`config.mk`:
```
export PLATFORM = sky130hd
export DESIGN_NAME = timer_queue
export DESIGN_NICKNAME = d
export VERILOG_FILES = /design/src/rtl/tq_pkg.sv /design/src/rtl/tq_ram.sv /design/src/rtl/tq_datapath.sv /design/src/rtl/tq_ctrl.sv /design/src/rtl/timer_queue.sv
export SDC_FILE = /design/constraint.sdc
export NUM_CORES = 2
export LEC_CHECK = 0
export ABC_AREA = 1
export BUFFER_PORTS_ARGS = -buffer_cell sky130_fd_sc_hd__buf_2
export CORE_MARGIN = 2
export CORE_UTILIZATION = 39
export DETAILED_ROUTE_END_ITERATION = 6
export PLACE_DENSITY_LB_ADDON = 0.3
export SLEW_MARGIN = 5
export SYNTH_ARGS = -nofsm -noshare
export SYNTH_HDL_FRONTEND = slang
export SYNTH_HIERARCHICAL = 1
export SYNTH_SLANG_ARGS = --single-unit
```
`constraint.sdc`:
```
create_clock -name aclk -period 9.61 [get_ports aclk]
set_input_delay 1.922 -clock aclk [delete_from_list [all_inputs] [get_ports aclk]]
set_output_delay 1.922 -clock aclk [all_outputs]
set_load 0.01 [all_outputs]
```
`src/rtl/tq_pkg.sv`:
```
// Shared types and constants of the timer queue.
`default_nettype none
package tq_pkg;

    localparam logic [2:0] OP_START_ONCE     = 3'd0;
    localparam logic [2:0] OP_START_PERIODIC = 3'd1;
    localparam logic [2:0] OP_CANCEL         = 3'd2;
    localparam logic [2:0] OP_TICK           = 3'd3;
    localparam logic [2:0] OP_QUERY          = 3'd4;

    localparam logic [2:0] KIND_STARTED = 3'd0;
    localparam logic [2:0] KIND_FULL    = 3'd1;
    localparam logic [2:0] KIND_FIRED   = 3'd2;
    localparam logic [2:0] KIND_QUERY   = 3'd3;
    localparam logic [2:0] KIND_CANCEL  = 3'd4;

    localparam int MAX_RESULTS = 16;
    localparam int FIRE_AW     = $clog2(MAX_RESULTS);
    localparam int TIME_W      = 48;
    localparam int ID_W        = 32;
    localparam int TO_W        = 49;
    localparam int PEND_W      = 7;
    localparam int REC_W       = ID_W + TIME_W + ID_W;

    typedef struct packed {
        logic       capture;
        logic       start_write;
        logic       scan_start;
        logic       scan_cancel;
        logic       clear_done;
        logic       tick_now;
        logic       tick_apply;
        logic       cancel_apply;
        logic       load_result;
        logic [2:0] res_kind;
        logic       emit_init;
        logic       emit_load;
    } tq_cmd_t;

    typedef struct packed {
        logic [2:0] op;
        logic       table_full;
        logic       scan_done;
        logic       due;
        logic       fire_full;
        logic       fire_empty;
        logic       emit_last;
        logic       out_busy;
    } tq_status_t;

endpackage
`default_nettype wire

```
`src/rtl/tq_ram.sv`:
```
// Generic single-write, single-read RAM with registered read data.
`default_nettype none
module tq_ram #(
    parameter int WIDTH = 8,
    parameter int DEPTH = 16
) (
    input  wire logic                     aclk,
    input  wire logic                     we,
    input  wire logic [$clog2(DEPTH)-1:0] waddr,
    input  wire logic [WIDTH-1:0]         wdata,
    input  wire logic [$clog2(DEPTH)-1:0] raddr,
    output logic      [WIDTH-1:0]         rdata
);
    logic [WIDTH-1:0] mem_reg [DEPTH];

    always_ff @(posedge aclk) begin
        if (we) begin
            mem_reg[waddr] <= wdata;
        end
        rdata <= mem_reg[raddr];
    end
endmodule
`default_nettype wire

```
`src/rtl/tq_datapath.sv`:
```
// Timer table storage, slot scan, clock and result register.
`default_nettype none
module tq_datapath #(
    parameter int CAPACITY = 16
) (
    input  wire logic                aclk,
    input  wire logic                aresetn,
    input  wire tq_pkg::tq_cmd_t     cmd,
    output tq_pkg::tq_status_t       status,
    input  wire logic [2:0]          in_op,
    input  wire logic [31:0]         in_amount,
    input  wire logic [31:0]         in_target,
    output logic                     m_tvalid,
    input  wire logic                m_tready,
    output logic [87:0]              m_tdata,
    output logic [2:0]               m_tuser,
    output logic                     m_tlast
);
    localparam int IW = $clog2(CAPACITY);
    localparam int NW = tq_pkg::FIRE_AW + 1;

    logic [2:0]                  op_reg;
    logic [31:0]                 amount_reg;
    logic [31:0]                 target_reg;
    logic [tq_pkg::TIME_W-1:0]   now_reg;
    logic [31:0]                 next_id_reg;
    logic [31:0]                 issued_id_reg;
    logic [CAPACITY-1:0]         used_reg;
    logic [CAPACITY-1:0]         cancelled_reg;
    logic [CAPACITY-1:0]         done_reg;

    logic [IW:0]                 scan_idx_reg;
    logic                        scan_run_reg;
    logic                        pipe_v_reg;
    logic [IW-1:0]               pipe_idx_reg;
    logic                        mode_cancel_reg;
    logic                        best_v_reg;
    logic [IW-1:0]               best_idx_reg;
    logic [31:0]                 best_ident_reg;
    logic [tq_pkg::TIME_W-1:0]   best_exp_reg;
    logic [31:0]                 best_per_reg;

    logic [NW-1:0]               nf_reg;
    logic [NW-1:0]               emit_k_reg;

    logic                        out_v_reg;
    logic [2:0]                  out_kind_reg;
    logic [31:0]                 out_id_reg;
    logic [tq_pkg::TO_W-1:0]     out_to_reg;
    logic [tq_pkg::PEND_W-1:0]   out_pend_reg;
    logic                        out_last_reg;

    logic                        issue;
    logic [tq_pkg::REC_W-1:0]    rec_rdata;
    logic [31:0]                 rec_ident;
    logic [tq_pkg::TIME_W-1:0]   rec_exp;
    logic [31:0]                 rec_per;
    logic                        elig;
    logic                        take;
    logic [IW-1:0]               free_idx;
    logic [31:0]                 add_b;
    logic [tq_pkg::TIME_W:0]     add_sum;
    logic [tq_pkg::TIME_W-1:0]   sat_sum;
    logic                        rec_we;
    logic [IW-1:0]               rec_waddr;
    logic [tq_pkg::REC_W-1:0]    rec_wdata;
    logic                        fire_we;
    logic [31:0]                 fire_rdata;
    logic [tq_pkg::PEND_W-1:0]   pend_count;
    logic [tq_pkg::TO_W-1:0]     query_to;
    logic                        slot_fires;

    assign issue = scan_run_reg && (scan_idx_reg != (IW+1)'(CAPACITY));
    assign rec_ident = rec_rdata[31:0];
    assign rec_exp   = rec_rdata[tq_pkg::TIME_W+31:32];
    assign rec_per   = rec_rdata[tq_pkg::REC_W-1:tq_pkg::TIME_W+32];

    always_comb begin
        if (mode_cancel_reg) begin
            elig = used_reg[pipe_idx_reg] && (rec_ident == target_reg);
            take = pipe_v_reg && elig && !best_v_reg;
        end else begin
            elig = used_reg[pipe_idx_reg] && !done_reg[pipe_idx_reg];
            take = pipe_v_reg && elig && (!best_v_reg || (rec_exp < best_exp_reg));
        end
    end

    always_comb begin
        free_idx = '0;
        for (int i = CAPACITY - 1; i >= 0; i--) begin
            if (!used_reg[i]) begin
                free_idx = IW'(i);
            end
        end
    end

    always_comb begin
        pend_count = '0;
        for (int i = 0; i < CAPACITY; i++) begin
            pend_count = pend_count + tq_pkg::PEND_W'(used_reg[i]);
        end
    end

    assign add_b   = cmd.tick_apply ? best_per_reg : amount_reg;
    assign add_sum = {1'b0, now_reg} + {{(tq_pkg::TIME_W-31){1'b0}}, add_b};
    assign sat_sum = add_sum[tq_pkg::TIME_W] ? {tq_pkg::TIME_W{1'b1}}
                                             : add_sum[tq_pkg::TIME_W-1:0];

    assign slot_fires = !cancelled_reg[best_idx_reg];
    assign rec_we = cmd.start_write
                 || (cmd.tick_apply && slot_fires && (best_per_reg != '0));
    assign rec_waddr = cmd.start_write ? free_idx : best_idx_reg;
    always_comb begin
        if (cmd.start_write) begin
            rec_wdata = {(op_reg == tq_pkg::OP_START_PERIODIC) ? amount_reg : 32'd0,
                         sat_sum, next_id_reg};
        end else begin
            rec_wdata = {best_per_reg, sat_sum, best_ident_reg};
        end
    end
    assign fire_we = cmd.tick_apply && slot_fires;

    always_comb begin
        if (!best_v_reg) begin
            query_to = {tq_pkg::TO_W{1'b1}};
        end else if (cancelled_reg[best_idx_reg] || (best_exp_reg <= now_reg)) begin
            query_to = '0;
        end else begin
            query_to = {1'b0, best_exp_reg - now_reg};
        end
    end

    tq_ram #(.WIDTH(tq_pkg::REC_W), .DEPTH(CAPACITY)) u_slot_ram (
        .aclk  (aclk),
        .we    (rec_we),
        .waddr (rec_waddr),
        .wdata (rec_wdata),
        .raddr (scan_idx_reg[IW-1:0]),
        .rdata (rec_rdata)
    );

    tq_ram #(.WIDTH(32), .DEPTH(tq_pkg::MAX_RESULTS)) u_fire_ram (
        .aclk  (aclk),
        .we    (fire_we),
        .waddr (nf_reg[tq_pkg::FIRE_AW-1:0]),
        .wdata (best_ident_reg),
        .raddr (emit_k_reg[tq_pkg::FIRE_AW-1:0]),
        .rdata (fire_rdata)
    );

    always_ff @(posedge aclk) begin
        if (cmd.capture) begin
            op_reg     <= in_op;
            amount_reg <= in_amount;
            target_reg <= in_target;
        end
        if (cmd.scan_start) begin
            mode_cancel_reg <= cmd.scan_cancel;
        end
        if (take) begin
            best_idx_reg   <= pipe_idx_reg;
            best_ident_reg <= rec_ident;
            best_exp_reg   <= rec_exp;
            best_per_reg   <= rec_per;
        end
        pipe_idx_reg <= scan_idx_reg[IW-1:0];
        if (cmd.start_write) begin
            issued_id_reg <= next_id_reg;
        end
        if (cmd.load_result) begin
            out_kind_reg <= cmd.res_kind;
            out_id_reg   <= (cmd.res_kind == tq_pkg::KIND_STARTED) ? issued_id_reg : 32'd0;
            out_to_reg   <= (cmd.res_kind == tq_pkg::KIND_QUERY) ? query_to : '0;
            out_pend_reg <= pend_count;
            out_last_reg <= 1'b1;
        end else if (cmd.emit_load) begin
            out_kind_reg <= tq_pkg::KIND_FIRED;
            out_id_reg   <= fire_rdata;
            out_to_reg   <= '0;
            out_pend_reg <= pend_count;
            out_last_reg <= status.emit_last;
        end
    end

    always_ff @(posedge aclk) begin
        if (!aresetn) begin
            now_reg       <= '0;
            next_id_reg   <= 32'd1;
            used_reg      <= '0;
            cancelled_reg <= '0;
            done_reg      <= '0;
            scan_idx_reg  <= '0;
            scan_run_reg  <= 1'b0;
            pipe_v_reg    <= 1'b0;
            best_v_reg    <= 1'b0;
            nf_reg        <= '0;
            emit_k_reg    <= '0;
            out_v_reg     <= 1'b0;
        end else begin
            if (cmd.scan_start) begin
                scan_idx_reg <= '0;
                scan_run_reg <= 1'b1;
                pipe_v_reg   <= 1'b0;
                best_v_reg   <= 1'b0;
            end else begin
                if (issue) begin
                    scan_idx_reg <= scan_idx_reg + 1'b1;
                end else begin
                    scan_run_reg <= 1'b0;
                end
                pipe_v_reg <= issue;
                if (take) begin
                    best_v_reg <= 1'b1;
                end
            end
            if (cmd.clear_done) begin
                done_reg <= '0;
            end
            if (cmd.tick_now) begin
                now_reg <= sat_sum;
                nf_reg  <= '0;
            end
            if (cmd.start_write) begin
                used_reg[free_idx]      <= 1'b1;
                cancelled_reg[free_idx] <= 1'b0;
                next_id_reg             <= next_id_reg + 32'd1;
            end
            if (cmd.cancel_apply && best_v_reg) begin
                cancelled_reg[best_idx_reg] <= 1'b1;
            end
            if (cmd.tick_apply) begin
                done_reg[best_idx_reg] <= 1'b1;
                if (!slot_fires) begin
                    used_reg[best_idx_reg]      <= 1'b0;
                    cancelled_reg[best_idx_reg] <= 1'b0;
                end else begin
                    nf_reg <= nf_reg + 1'b1;
                    if (best_per_reg == '0) begin
                        used_reg[best_idx_reg] <= 1'b0;
                    end
                end
            end
            if (cmd.emit_init) begin
                emit_k_reg <= '0;
            end else if (cmd.emit_load) begin
                emit_k_reg <= emit_k_reg + 1'b1;
            end
            if (cmd.load_result || cmd.emit_load) begin
                out_v_reg <= 1'b1;
            end else if (m_tready) begin
                out_v_reg <= 1'b0;
            end
        end
    end

    assign status.op         = op_reg;
    assign status.table_full = &used_reg;
    assign status.scan_done  = !scan_run_reg && !pipe_v_reg;
    assign status.due        = best_v_reg && (best_exp_reg <= now_reg);
    assign status.fire_full  = nf_reg == NW'(tq_pkg::MAX_RESULTS);
    assign status.fire_empty = nf_reg == '0;
    assign status.emit_last  = (emit_k_reg + 1'b1) == nf_reg;
    assign status.out_busy   = out_v_reg;

    assign m_tvalid = out_v_reg;
    assign m_tdata  = {out_pend_reg, out_to_reg, out_id_reg};
    assign m_tuser  = out_kind_reg;
    assign m_tlast  = out_last_reg;
endmodule
`default_nettype wire

```
`src/rtl/tq_ctrl.sv`:
```
// Sequencer for the timer queue operations.
`default_nettype none
module tq_ctrl (
    input  wire logic                aclk,
    input  wire logic                aresetn,
    input  wire logic                s_tvalid,
    output logic                     s_tready,
    input  wire tq_pkg::tq_status_t  status,
    output tq_pkg::tq_cmd_t          cmd
);
    localparam logic [3:0] ST_IDLE      = 4'd0;
    localparam logic [3:0] ST_DECODE    = 4'd1;
    localparam logic [3:0] ST_START     = 4'd2;
    localparam logic [3:0] ST_SCAN_C    = 4'd3;
    localparam logic [3:0] ST_SCAN_Q    = 4'd4;
    localparam logic [3:0] ST_TICK_LOOP = 4'd5;
    localparam logic [3:0] ST_TICK_SCAN = 4'd6;
    localparam logic [3:0] ST_TICK_EV   = 4'd7;
    localparam logic [3:0] ST_EMIT      = 4'd8;
    localparam logic [3:0] ST_EMIT_RD   = 4'd9;
    localparam logic [3:0] ST_EMIT_LD   = 4'd10;
    localparam logic [3:0] ST_RESULT    = 4'd11;

    logic [3:0] state_reg, state_next;
    logic [2:0] kind_reg, kind_next;

    always_comb begin
        state_next = state_reg;
        kind_next  = kind_reg;
        cmd        = '0;
        cmd.res_kind = kind_reg;
        s_tready   = state_reg == ST_IDLE;
        unique case (state_reg)
            ST_IDLE: begin
                if (s_tvalid) begin
                    cmd.capture = 1'b1;
                    state_next  = ST_DECODE;
                end
            end
            ST_DECODE: begin
                unique case (status.op) inside
                    tq_pkg::OP_START_ONCE, tq_pkg::OP_START_PERIODIC: begin
                        state_next = ST_START;
                    end
                    tq_pkg::OP_CANCEL: begin
                        cmd.scan_start  = 1'b1;
                        cmd.scan_cancel = 1'b1;
                        state_next      = ST_SCAN_C;
                    end
                    tq_pkg::OP_TICK: begin
                        cmd.tick_now   = 1'b1;
                        cmd.clear_done = 1'b1;
                        state_next     = ST_TICK_LOOP;
                    end
                    tq_pkg::OP_QUERY: begin
                        cmd.clear_done = 1'b1;
                        cmd.scan_start = 1'b1;
                        state_next     = ST_SCAN_Q;
                    end
                    default: state_next = ST_IDLE;
                endcase
            end
            ST_START: begin
                if (status.table_full) begin
                    kind_next = tq_pkg::KIND_FULL;
                end else begin
                    cmd.start_write = 1'b1;
                    kind_next       = tq_pkg::KIND_STARTED;
                end
                state_next = ST_RESULT;
            end
            ST_SCAN_C: begin
                if (status.scan_done) begin
                    cmd.cancel_apply = 1'b1;
                    kind_next        = tq_pkg::KIND_CANCEL;
                    state_next       = ST_RESULT;
                end
            end
            ST_SCAN_Q: begin
                if (status.scan_done) begin
                    kind_next  = tq_pkg::KIND_QUERY;
                    state_next = ST_RESULT;
                end
            end
            ST_TICK_LOOP: begin
                if (status.fire_full) begin
                    state_next = ST_EMIT;
                end else begin
                    cmd.scan_start = 1'b1;
                    state_next     = ST_TICK_SCAN;
                end
            end
            ST_TICK_SCAN: begin
                if (status.scan_done) begin
                    state_next = ST_TICK_EV;
                end
            end
            ST_TICK_EV: begin
                if (status.due) begin
                    cmd.tick_apply = 1'b1;
                    state_next     = ST_TICK_LOOP;
                end else begin
                    state_next = ST_EMIT;
                end
            end
            ST_EMIT: begin
                cmd.emit_init = 1'b1;
                state_next    = status.fire_empty ? ST_IDLE : ST_EMIT_RD;
            end
            ST_EMIT_RD: begin
                state_next = ST_EMIT_LD;
            end
            ST_EMIT_LD: begin
                if (!status.out_busy) begin
                    cmd.emit_load = 1'b1;
                    state_next    = status.emit_last ? ST_IDLE : ST_EMIT_RD;
                end
            end
            ST_RESULT: begin
                if (!status.out_busy) begin
                    cmd.load_result = 1'b1;
                    state_next      = ST_IDLE;
                end
            end
            default: state_next = ST_IDLE;
        endcase
    end

    always_ff @(posedge aclk) begin
        if (!aresetn) begin
            state_reg <= ST_IDLE;
            kind_reg  <= tq_pkg::KIND_STARTED;
        end else begin
            state_reg <= state_next;
            kind_reg  <= kind_next;
        end
    end
endmodule
`default_nettype wire

```
`src/rtl/timer_queue.sv`:
```
// Timer queue: table of software timers driven by tick, start, cancel and query items.
// Input items arrive on s_tvalid/s_tready; s_tuser carries the operation, s_tdata the
// delay or elapsed time and the identifier to cancel. Results leave on m_tvalid/m_tready
// with the result kind on m_tuser and m_tlast on the final result of an item.
// One item is worked on at a time; s_tready is high only while the sequencer is idle.
// Cancel and query: one pass over the slot memory, one slot read per cycle from the
// single read port. Tick: one pass for every entry it fires or drops, plus one final
// pass unless the fired-identifier buffer fills, then the fired results are read back
// in turn from that buffer. A tick with nothing due gives no result.
// Results sit in an output register; while the receiver stalls, the sequencer holds
// before loading the next result, and a new item can be taken once the last result
// of the previous one is loaded. Reset clears the clock and all slots and sets the
// identifier counter to 1; no clearing pass is needed.
`default_nettype none
module timer_queue #(
    parameter int CAPACITY = 16
) (
    input  wire logic        aclk,
    input  wire logic        aresetn,
    input  wire logic        s_tvalid,
    output logic             s_tready,
    input  wire logic [63:0] s_tdata,  // amount, target_id
    input  wire logic [2:0]  s_tuser,  // op
    output logic             m_tvalid,
    input  wire logic        m_tready,
    output logic [87:0]      m_tdata,  // ident, next_timeout, pending
    output logic [2:0]       m_tuser,  // kind
    output logic             m_tlast
);
    tq_pkg::tq_cmd_t    cmd;
    tq_pkg::tq_status_t status;

    tq_ctrl u_ctrl (
        .aclk     (aclk),
        .aresetn  (aresetn),
        .s_tvalid (s_tvalid),
        .s_tready (s_tready),
        .status   (status),
        .cmd      (cmd)
    );

    tq_datapath #(.CAPACITY(CAPACITY)) u_dp (
        .aclk      (aclk),
        .aresetn   (aresetn),
        .cmd       (cmd),
        .status    (status),
        .in_op     (s_tuser),
        .in_amount (s_tdata[31:0]),
        .in_target (s_tdata[63:32]),
        .m_tvalid  (m_tvalid),
        .m_tready  (m_tready),
        .m_tdata   (m_tdata),
        .m_tuser   (m_tuser),
        .m_tlast   (m_tlast)
    );
endmodule
`default_nettype wire

```
==> results.py <==
metrics = {
    "timing": {
        "period_share_pct": 81.29,
        "post-route-min-period_ns": 7.812,
        "fin_skew_ns": 0.06236,
        "finalSetupViolations": 0,
        "clock.fmax_mhz": 128.0,
        "slew_headroom_pct": 15.68,
        "rsz0062_at_grt": "no",
        "report.final.hold_viol_count": 0,
        "slew_viol_final": 0,
        "worst_pin_slew_ns": 1.265,
        "final.setup.tns_ns": 0,
        "layout_setup_ws_ns": 1.798,
    },
    "critical_path": {
        "startpoint": "u_dp/now_reg[15]",
        "worstSetupPathType": "flop to flop",
        "timing.critical_path.arrival_ns": 8.39,
        "endpoint_kind": "flop",
        "slowest_delay_ns": 0.80,
        "reg2reg_depth": 27,
        "slowest_stage": "a21oi_1",
        "r2r_setup_slack_ns": 1.80,
        "worstReg2RegEnd": "u_dp/u_slot_ram/mem_reg[12][58]",
        "timing.rr.start": "u_dp/now_reg[15]",
        "required_ns": 10.19,
        "crit_top_cell": "nand3_1",
        "crit_fanout": 78,
        "critical_path_depth": 27,
        "cp_num_buf_inv": 7,
        "start_kind": "flop",
        "endpoint": "u_dp/u_slot_ram/mem_reg[12][58]",
        "path_delay_family": "simple AND/OR/NAND/NOR gates",
    },
    "logic_synthesis": {
        "ys_seq_area_share_pct": 65.79,
        "avgSynthCellArea_sq_um": 10.08,
        "synth_cells": 12730,
        "ys_warn_count": 6,
        "synth_edf_count": 2609,
        "async_reset_ff_share_pct": 0,
        "netlist_area_sq_mm": 0.1283,
        "yosysUniqueCellTypes": 71,
        "ys_ff_latch": 2912,
        "synth-main-ff-cell": "edfxtp_1",
    },
    "floorplan": {
        "ios": 165,
        "dieWidth_um": 577.6,
        "start_util_pct": 39.19,
        "die_area_sq_mm": 0.3336,
        "num_rows": 210,
        "die_h_um": 577.6,
        "core_sq_mm": 0.3274,
    },
    "drt": {
        "wire_per_inst_um": 21.09,
        "totalWireLength_mm": 367.5,
        "post-route-drc-count": 0,
        "firstDrtPassIters": 6,
        "final_antenna_net_count": 0,
        "drtIter0Drc": 8158,
        "dr_total_vias": 87280,
        "vias_per_cell": 5.010,
    },
    "min_path": {
        "min_from": "u_dp/u_slot_ram/rdata[107]",
        "worst_hold_path.num_cells": 0,
        "hp-class": "flop to flop",
    },
    "cts": {
        "tritoncts": "yes",
        "clk_pin_slew_worst_paths_ns": 0.06,
        "clock-sinks": 2912,
        "clock_latency_ns": 0.94,
        "postCtsHoldBufs": 0,
        "cts_buffer_depth": 4,
        "cts_setup_buffers": 0,
        "cts_root_buffer": "clkbuf_16",
        "ctsResizeCount": 0,
        "cts_made_buffers": 308,
        "htreeDepth": 5,
    },
    "finish": {
        "multi_input_area_sq_mm": 0.03262,
        "nNetsFinal": 13030,
        "final_cells": 17420,
        "largest_register_ffs": 1792,
        "layout_commonest_cell": "nand2_1",
        "syn_to_final_growth_pct": 12.03,
        "final_cell_mix": "3656 x nand2_1, 2609 x edfxtp_1, 2232 x inv_1",
        "regArea_sq_mm": 0.08444,
        "drive_gt1_share_pct": 7.161,
        "fin_area_sq_mm": 0.1437,
        "fillers": 30770,
    },
    "power_and_ir_drop": {
        "p_per_area_mw_per_mm2": 229.4,
        "leakagePower_nw": 59.66,
        "total_power_mw": 32.98,
        "ir_drop_v": 0.0001665,
    },
    "place": {
        "dp_hpwl_mm": 212.9,
        "gp_congestion": 0.9377,
        "portBuffers": 162,
        "dp_cells": 16850,
        "pre_cts_ws_ns": 1.993,
        "place_area_sq_mm": 0.1335,
    },
    "global_routing": {
        "grtUsageTotal_pct": 21.62,
        "grt_pass1_wl_mm": 543.7,
        "grt-ovfl-total": 0,
        "grt_pass1_vias": 83230,
        "grt_max_degree": 167,
        "antenna_found_initial": 14,
    },
    "flow_run": {
        "maxCapViolCount": 0,
    },
    "run_status": {
        "status": "complete, no violations",
    },
}
power breakdown:
| group | internal (mW) | total, mW | leakage, nW | switching [mW] |
|---|---|---|---|---|
| Combinational | 1.41 | 5.47 | 28.6 | 4.06 |
| Sequential | 15.0 | 15.4 | 26.0 | 0.461 |
| Clock | 7.07 | 12.1 | 5.00 | 5.02 |
| Total | 23.4 | 33.0 | 59.7 | 9.55 |
synth_stat cells (all sizes together), types with 33 or more instances:
| library cell | count | share of area [%] |
|---|---|---|
| nand2 | 3672 | 11 |
| buf | 410 | 2.0 |
| nor2 | 373 | 1.1 |
| nor3 | 50 | 0.21 |
| xor2 | 49 | 0.33 |
| nand4 | 43 | 0.21 |
| dfxtp | 303 | 4.7 |
| nand3 | 1853 | 7.3 |
| xnor2 | 33 | 0.23 |
| inv | 2255 | 6.6 |
| edfxtp | 2609 | 61 |
| o21ai | 329 | 1.3 |
| ha | 139 | 1.4 |
| a21oi | 235 | 0.92 |
| clkbuf | 154 | 0.45 |
kinds of logic (layout without fill, tap and decap cells):
kind of cell,Yosys count,in the layout,share of synthesized area (%)
simple gates,6036,6036,19.89
flops,2912,2912,65.79
buf+inv,2821,3161,9.021
compound gates,726,726,3.197
fa+ha+maj,151,151,1.543
xor+xnor,82,82,0.5597
other cells,1,9,0.002923
how the worst min path moves through the flow:
stage | endpoint | slack [ns]
2_1_floorplan | u_dp/pipe_idx_reg[2] | 0.36
3_3_place_gp | u_dp/best_per_reg[21] | 0.39
3_5_place_dp | u_dp/best_per_reg[22] | 0.39
4_1_cts | u_dp/best_per_reg[27] | 0.38
5_1_grt | u_dp/best_per_reg[24] | 0.39
6_report | u_dp/best_per_reg[27] | 0.38
final cells by class:
| cell class | count | share of cell area [%] |
|---|---|---|
| diodes | 7 | 0.01219 |
| clock buffers | 451 | 6.156 |
| clock inverters | 117 | 0.9609 |
| inverters | 2257 | 5.928 |
| multi-input cells | 6997 | 22.69 |
| flip-flops and latches | 2912 | 58.74 |
| well taps | 4346 | 3.783 |
| repair buffers | 336 | 1.727 |
metal layers:
metal	up-vias	part of all wire (%)	global-route usage [%]
met2	2803	48	36.51
met3	575	6.0	2.770
li1	41690	-	-
met1	42200	42	28.61
met4	16	3.6	7.644
met5	-	0.025	0
per-stage QoR:
step | hold WS [ns] | utilization [%]
after detailed placement | 0.3887 | 40.78
after global routing | 0.3905 | 43.90
final | 0.3820 | 43.91
after global placement | 0.3867 | 40.78
after CTS | 0.3790 | 43.90
after floorplan | 0.3607 | -
worst reg2reg max path, stage by stage, from the launching register on:
cell      delay [ns]
dfxtp_1         0.36
inv_1           0.09
ha_1            0.39
nand2_1         0.12
nor2_1          0.33
nand2_1         0.12
nor4b_1         0.62
nand3_1         0.30
a21oi_1         0.80
nand3_1         0.28
clkinv_2        0.09
buf_4           0.59
nand2_1         0.15
o21ai_0         0.10
ha_1            0.20
inv_1           0.06
fa_1            0.37
inv_1           0.20
nand3_1         0.10
nand2_1         0.14
inv_2           0.07
o31ai_4         0.31
nand2_2         0.08
nand2_2         0.14
nand3_1         0.10
nand2_2         0.42
inv_2           0.26
nand3_1         0.68
No activity file was read; power rests on OpenSTA's default activity.
